File: src/design/gbp_pkg.sv
// ----------------------------------------------------------------------------
// gbp_pkg: shared types and constants of the grid broad-phase collision block
// Command codes, the stored box record, the control/status bundles between
// the controller and the datapath, and the grid cell function.
// ----------------------------------------------------------------------------
package gbp_pkg;

	localparam int CoordW = 20;
	localparam int IdW    = 16;
	localparam int CellW  = 13;
	localparam int SlotW  = 6;
	localparam int CmdW   = 2;
	localparam int CountW = 6;

	localparam logic [CmdW-1:0] CMD_CLEAR = 2'd0;
	localparam logic [CmdW-1:0] CMD_LOAD  = 2'd1;
	localparam logic [CmdW-1:0] CMD_QUERY = 2'd2;

	// Most pairs reported for one query.
	localparam logic [CountW-1:0] RESULT_CAP = 6'd63;

	// Division by the cell size 160 is a shift by 5 followed by a
	// multiplication with the reciprocal of 5 (52429 / 2^18), exact for
	// every 15-bit quotient.
	localparam int              CellShift  = 5;
	localparam logic [15:0]     RECIP_FIVE = 16'd52429;
	localparam int              RecipShift = 18;

	typedef struct packed {
		logic signed [CoordW-1:0] left;
		logic signed [CoordW-1:0] right;
		logic signed [CoordW-1:0] top;
		logic signed [CoordW-1:0] bottom;
		logic                     live;
		logic [IdW-1:0]           owner;
		logic [IdW-1:0]           tag;
		logic signed [CellW-1:0]  cx;
		logic signed [CellW-1:0]  cy;
	} box_entry_t;

	typedef struct packed {
		logic capture;    // latch the accepted input word
		logic clear;      // empty the store
		logic load_wr;    // append the captured box
		logic q_read;     // read the queried slot
		logic q_check;    // latch the queried box and arm the scan
		logic scan_run;   // advance the neighbor scan
		logic emit_final; // send the closing result
	} dp_cmd_t;

	typedef struct packed {
		logic q_ok;       // queried slot exists and is live
		logic scan_done;  // every pass issued and the compare stage empty
		logic out_free;   // output register can take a word this cycle
	} dp_stat_t;

	// Grid cell of a coordinate: value / 160, truncated toward zero.
	function automatic logic signed [CellW-1:0] cell_of(input logic signed [CoordW-1:0] v);
		logic [CoordW-1:0]   mag;
		logic [14:0]         m;
		logic [30:0]         prod;
		logic [CellW-1:0]    q;
		mag  = v[CoordW-1] ? (~v + 1'b1) : v;
		m    = mag[CoordW-1:CellShift];
		prod = 31'(m) * 31'(RECIP_FIVE);
		q    = prod[RecipShift+CellW-1:RecipShift];
		cell_of = v[CoordW-1] ? signed'(~q + 1'b1) : signed'(q);
	endfunction

endpackage

File: src/design/gbp_ctrl.sv
// ----------------------------------------------------------------------------
// gbp_ctrl: command sequencer
// Decodes each accepted word and steps the datapath through load, query
// lookup, neighbor scan and the closing result.
// ----------------------------------------------------------------------------
module gbp_ctrl (
	input  logic                        clk,
	input  logic                        arst_n,
	input  logic                        in_valid,
	output logic                        in_ready,
	input  logic [gbp_pkg::CmdW-1:0]    command,
	input  gbp_pkg::dp_stat_t           stat,
	output gbp_pkg::dp_cmd_t            cmd
);

	typedef enum logic [5:0] {
		ST_IDLE  = 6'b000001,
		ST_LOAD  = 6'b000010,
		ST_QREAD = 6'b000100,
		ST_QCHK  = 6'b001000,
		ST_SCAN  = 6'b010000,
		ST_FINAL = 6'b100000
	} state_t;

	state_t state_q, state_d;
	logic   accept;

	assign in_ready = (state_q == ST_IDLE);
	assign accept   = in_valid && in_ready;

	always_comb begin
		state_d        = state_q;
		cmd            = '0;
		cmd.capture    = accept;
		unique case (state_q)
			ST_IDLE: begin
				if (accept) begin
					priority if (command == gbp_pkg::CMD_CLEAR) begin
						cmd.clear = 1'b1;
					end else if (command == gbp_pkg::CMD_LOAD) begin
						state_d = ST_LOAD;
					end else if (command == gbp_pkg::CMD_QUERY) begin
						state_d = ST_QREAD;
					end else begin
						state_d = ST_IDLE;
					end
				end
			end
			ST_LOAD: begin
				cmd.load_wr = 1'b1;
				state_d     = ST_IDLE;
			end
			ST_QREAD: begin
				cmd.q_read = 1'b1;
				state_d    = ST_QCHK;
			end
			ST_QCHK: begin
				cmd.q_check = 1'b1;
				state_d     = stat.q_ok ? ST_SCAN : ST_FINAL;
			end
			ST_SCAN: begin
				cmd.scan_run = 1'b1;
				if (stat.scan_done) begin
					state_d = ST_FINAL;
				end
			end
			ST_FINAL: begin
				cmd.emit_final = 1'b1;
				if (stat.out_free) begin
					state_d = ST_IDLE;
				end
			end
			default: begin
				state_d = ST_IDLE;
			end
		endcase
	end

	always_ff @(posedge clk or negedge arst_n) begin
		if (!arst_n) begin
			state_q <= ST_IDLE;
		end else begin
			state_q <= state_d;
		end
	end

endmodule

File: config.mk
export PLATFORM = sky130hd
export DESIGN_NAME = gbp_ctrl
export DESIGN_NICKNAME = d
export VERILOG_FILES = /design/src/design/gbp_pkg.sv /design/src/design/gbp_ctrl.sv
export SDC_FILE = /design/constraint.sdc
export NUM_CORES = 1
export LEC_CHECK = 0
export ABC_AREA = 0
export BUFFER_PORTS_ARGS = -buffer_cell sky130_fd_sc_hd__buf_2
export CAP_MARGIN = 20
export CORE_MARGIN = 4
export CORE_UTILIZATION = 30
export DETAILED_ROUTE_END_ITERATION = 8
export SYNTH_ARGS = -nofsm -noshare
export SYNTH_HDL_FRONTEND = slang
export SYNTH_SLANG_ARGS = --single-unit
File: constraint.sdc
create_clock -name clk -period 3.65 [get_ports clk]
set_input_delay 0.73 -clock clk [delete_from_list [all_inputs] [get_ports clk]]
set_output_delay 0.73 -clock clk [all_outputs]
set_load 0.05 [all_outputs]
### After elaboration in Yosys (flattened, before gate mapping)

Index checks and enable logic that the tools add are counted.

* register bits: 6
* input bits: 8
* output and inout bits: 8
* logic and storage cells: 32

* eq/ne operators: 12
* mux-type cells: 16
* reduce and logical (&&, ||, !) cells: 3

Operators with widths (count)
* $mux 6: 6
* $pmux 6 s5: 1
* $mux 1: 8
* $eq 6x1->1 const B: 1
* $eq 6x2->1 const B: 1
* $eq 6x3->1 const B: 1
* $eq 6x4->1 const B: 1
* $eq 6x5->1 const B: 1
* $eq 6x6->1 const B: 1
* $ne 2x2->1 const B: 3
* $reduce_and 4->1: 1
* $mux 3: 1
* $eq 2x1->1 const B: 1
* $eq 2x2->1 const B: 1
* $logic_not 2->1: 1
* $ne 2x1->1 const B: 1
* $logic_and 1x1->1: 1

### Longest topological paths before layout

* depth in word-level cells: 6
* gate-level depth with buffers: 6

### Worst setup path after synthesis

OpenSTA, ideal clock, no wires.

* path kind: flip-flop to output port
* start: register state_q[3]
* end: output cmd[4] in the netlist's numbering
* arrival: 2.132 ns
* data required time: 2.920 ns
* slack: 0.788 ns
* cell stages (with the launch flop): 3
* path buffers: 0
* cells stage by stage: dfrtp_1 or4_4 nor3b_1

RTL lines
* start, declared: line gbp_ctrl.sv:25 `state_t state_q, state_d;`
* start signal, assigned: line gbp_ctrl.sv:83 `state_q <= state_d;`
* end, declared: line gbp_ctrl.sv:13 `output gbp_pkg::dp_cmd_t cmd`

==> summary.md <==
| Metric | Value |
|---|---|
| Placeable Area | 1301 um^2 |
| Tmin final | approximately 2.6 ns |
| Avg WL per Cell | 10.89 um |
| Sequential Power Share | about two fifths |
| # setup viols final | 0 |
| Measured slew at the worst slew-check pin | about 0.28 ns |
| Worst-path maximum fanout | 7 |
| Worst-path clk slew | around 0.050 ns |
| GRT Total Usage | 8.898% |
| Antenna violations before repair | 0 |
| Max FFs per register | 6 |
| Synth top cells by count | dfrtp_1 (5), nor3b_1 (5), inv_1 (4), ha_1 (3), nor2b_1 (3) |
| Fin crit share | 72.49% |
| Clock power frac | a little over a third |
| Setup TNS | 0 ns |
| Global-route wire length before repair | between 1000 and 1500 um |
| Syn Nets | between 50 and 60 |
| Clock Sinks | 6 |
| Largest reg by FF count | state_q |
| Leak | between 0.2 and 0.3 nW |
| Register-to-register setup slack | 2.02 ns |
| Clock buffer depth | 2 |
| Worst ir drop on vdd | 0.0001829 V |
| Share of layout cells above drive strength 1 | between 30% and 40% |
| Final Util | between 40% and 50% |
| Critical Path RT | roughly 3 ns |
| Ys async rst share | 100.0% |
| Final hold vios | 0 |
| Most used DFF post-synth | dfrtp_1 |
| Area growth syn-to-layout | 25.30% |
| H-Tree Depth | 1 |
| GP Congestion | slightly above 0.7 |
| Outcome | complete, no violations |
| Placed instance area | about 500 um^2 |
| Sw power | 56.31 uW |
| Crit path capture type | primary output |
| Area fraction of the dominant cell type after synthesis | 30.12% |
| Die H | 45.21 um |
| Register area share after synthesis | roughly 36% |
| Initial Util | 31.92% |
| Layout Nets | between 60 and 70 |
| IO Count | 16 |
| DP HPWL | 653.4 um |
| Clock root buffer | clkbuf_4 |
| Hold WC Path Type | input port to asynchronous set/reset pin |
| Logic pwr share | 24.2% |
| Startpoint types | register |
| # resized after CTS | 0 |
| Initial DRC count | 4 |
| Sw Share | a little under a third |
| Worst Slack Setup Final | around 1 ns |
| DRC Markers | 0 |
| Via count | 354 |
| Pin count of the biggest net entering global routing | 8 |
| Hold buffer count at CTS | 0 |
| Synthesis Warnings | 0 |
| Post-CTS Setup Bufs | 0 |
| Post-synth EDFFs | 0 |
| CP Class | register to primary output |
| ANT nets after route | 0 |
| Max Fclk | around 380 MHz |
| Synthesized area | approximately 420 um^2 |
| Max-cap violations | 0 |
| Pint | between 100 and 150 uW |
| Synth Area per Inst | about 10 um^2 |
| Die Footprint | about 2000 um^2 |
| FILL cells | 147 |
| Die Width | 45.21 um |
| CTS tree | done |
| Clk_skew | between 0.009 and 0.01 ns |
| Post-route cell area | ~520 um^2 |
| Port-buffer cells | 15 |
| Crit path DAT | ~1.9 ns |
| Total Wirelength | approximately 780 um |
| Vias in the first global route | 337 |
| Max-slew headroom | ~81% |
| Post-synth cell types | 22 |
| Skew-Pair Late Insertion Delay | roughly 0.24 ns |
| Post-synth top area cell | dfrtp_1 |
| Largest regs | state_q: 6 flops |
| ANT cells | 0 |
| Gate Count Post-Synth | 40 |
| Synth area leaders | dfrtp_1 (30%), ha_1 (9.0%), nor3b_1 (9.0%), dfstp_2 (6.3%), nor2b_1 (4.5%) |
| RSZ-0062 raised after global routing | no |
| Synth Register Bits | 6 |
| Power per cell area | between 300 and 400 nW/um^2 |
| Cells after DPL | a little under 70 |
| Rows | 13 |
| Number of buffers created by CTS | 3 |
| DR pass1 iterations | 4 |
| Gr ovfl total | 0 |
| Vias per Instance | between 4 and 5 |
| Post-Layout Cell Count | about 70 |
| Max-slew violations | 0 |
| Pre-CTS setup slack | 1.262 ns |
## power groups by stage
stage          clock network [mW]  logic, mW  registers [mW]
2_1_floorplan                   0     0.0350          0.0742
3_3_place_gp                    0     0.0443          0.0754
3_5_place_dp                    0     0.0448          0.0756
4_1_cts                    0.0664     0.0450          0.0746
5_1_grt                    0.0725     0.0485          0.0749
6_report                   0.0649     0.0445          0.0745
## cell type report
| cell class | count | area (um^2) | share of cell area (%) |
|---|---|---|---|
| clock buffer | 4 | 26.28 | 5.048 |
| sequential | 6 | 151.4 | 29.09 |
| inverter | 4 | 15.01 | 2.885 |
| timing repair buffer | 15 | 75.07 | 14.42 |
| multi-input combinational | 28 | 234.0 | 44.95 |
| tap | 15 | 18.77 | 3.606 |
## path summary, 6_finish.rpt
| check | from | end | cells after the start |
|---|---|---|---|
| setup / recovery | state_q[2] | cmd[6] | 5 |
| hold / removal | arst_n | state_q[4] | 1 |
| setup reg to reg | state_q[2] | state_q[2] | 4 |
| hold reg to reg | state_q[3] | state_q[3] | 1 |
| max in group asynchronous | arst_n | state_q[0] | 1 |
| min in group clk | state_q[3] | state_q[3] | 1 |
## metal layers
metal | vias up | wire length [um] | global-route usage, %
li1 | 181 | - | -
met1 | 164 | 357 | 12.08
met2 | 9 | 387 | 13.28
met3 | 0 | 38 | 1.195
met4 | 0 | 0 | 5.263
met5 | - | 0 | 0
## critical path: stages, from the launching register on
cell,delay [ns]
dfrtp_1,0.44
or4_4,0.56
nor3b_4,0.23
nand2_1,0.12
inv_1,0.06
buf_2,0.25
## logic make-up (layout without fill, tap and decap cells)
kind of cell	count (synthesis)	in the layout	synth area share (%)
and+or+nand+nor	21	21	39.46
DFF	6	6	36.45
buffers and inverters	6	23	7.227
AOI/OAI and AO/OA	4	4	7.831
adders and majority gates	3	3	9.037
## cell usage in the layout (no fill, tap or decap)
cell and n:
nor2_1 1, a21o_1 1, ha_1 3, or4_4 1, o311a_1 1, and3_1 1, inv_1 4, nor2b_1 3
clkbuf_4 3, buf_2 15, dfrtp_1 5, dfstp_2 1, nand4b_1 1, nor3b_2 1, a221o_1 1, clkbuf_1 1
nor3b_4 1, nor3_1 1, nor4_1 2, or4_1 1, nand2_1 1, and3b_1 2, o21ai_0 1, nor3b_1 5
## metrics by stage
step                      power, mW  hold slack, ns
after global placement       0.1198          0.5244
after CTS                    0.1860          0.2963
after global routing         0.1959          0.2969
after detailed placement     0.1204          0.5339
final                        0.1839          0.2962
after floorplan              0.1092          0.4344
Power figures use the tool's default switching activity.
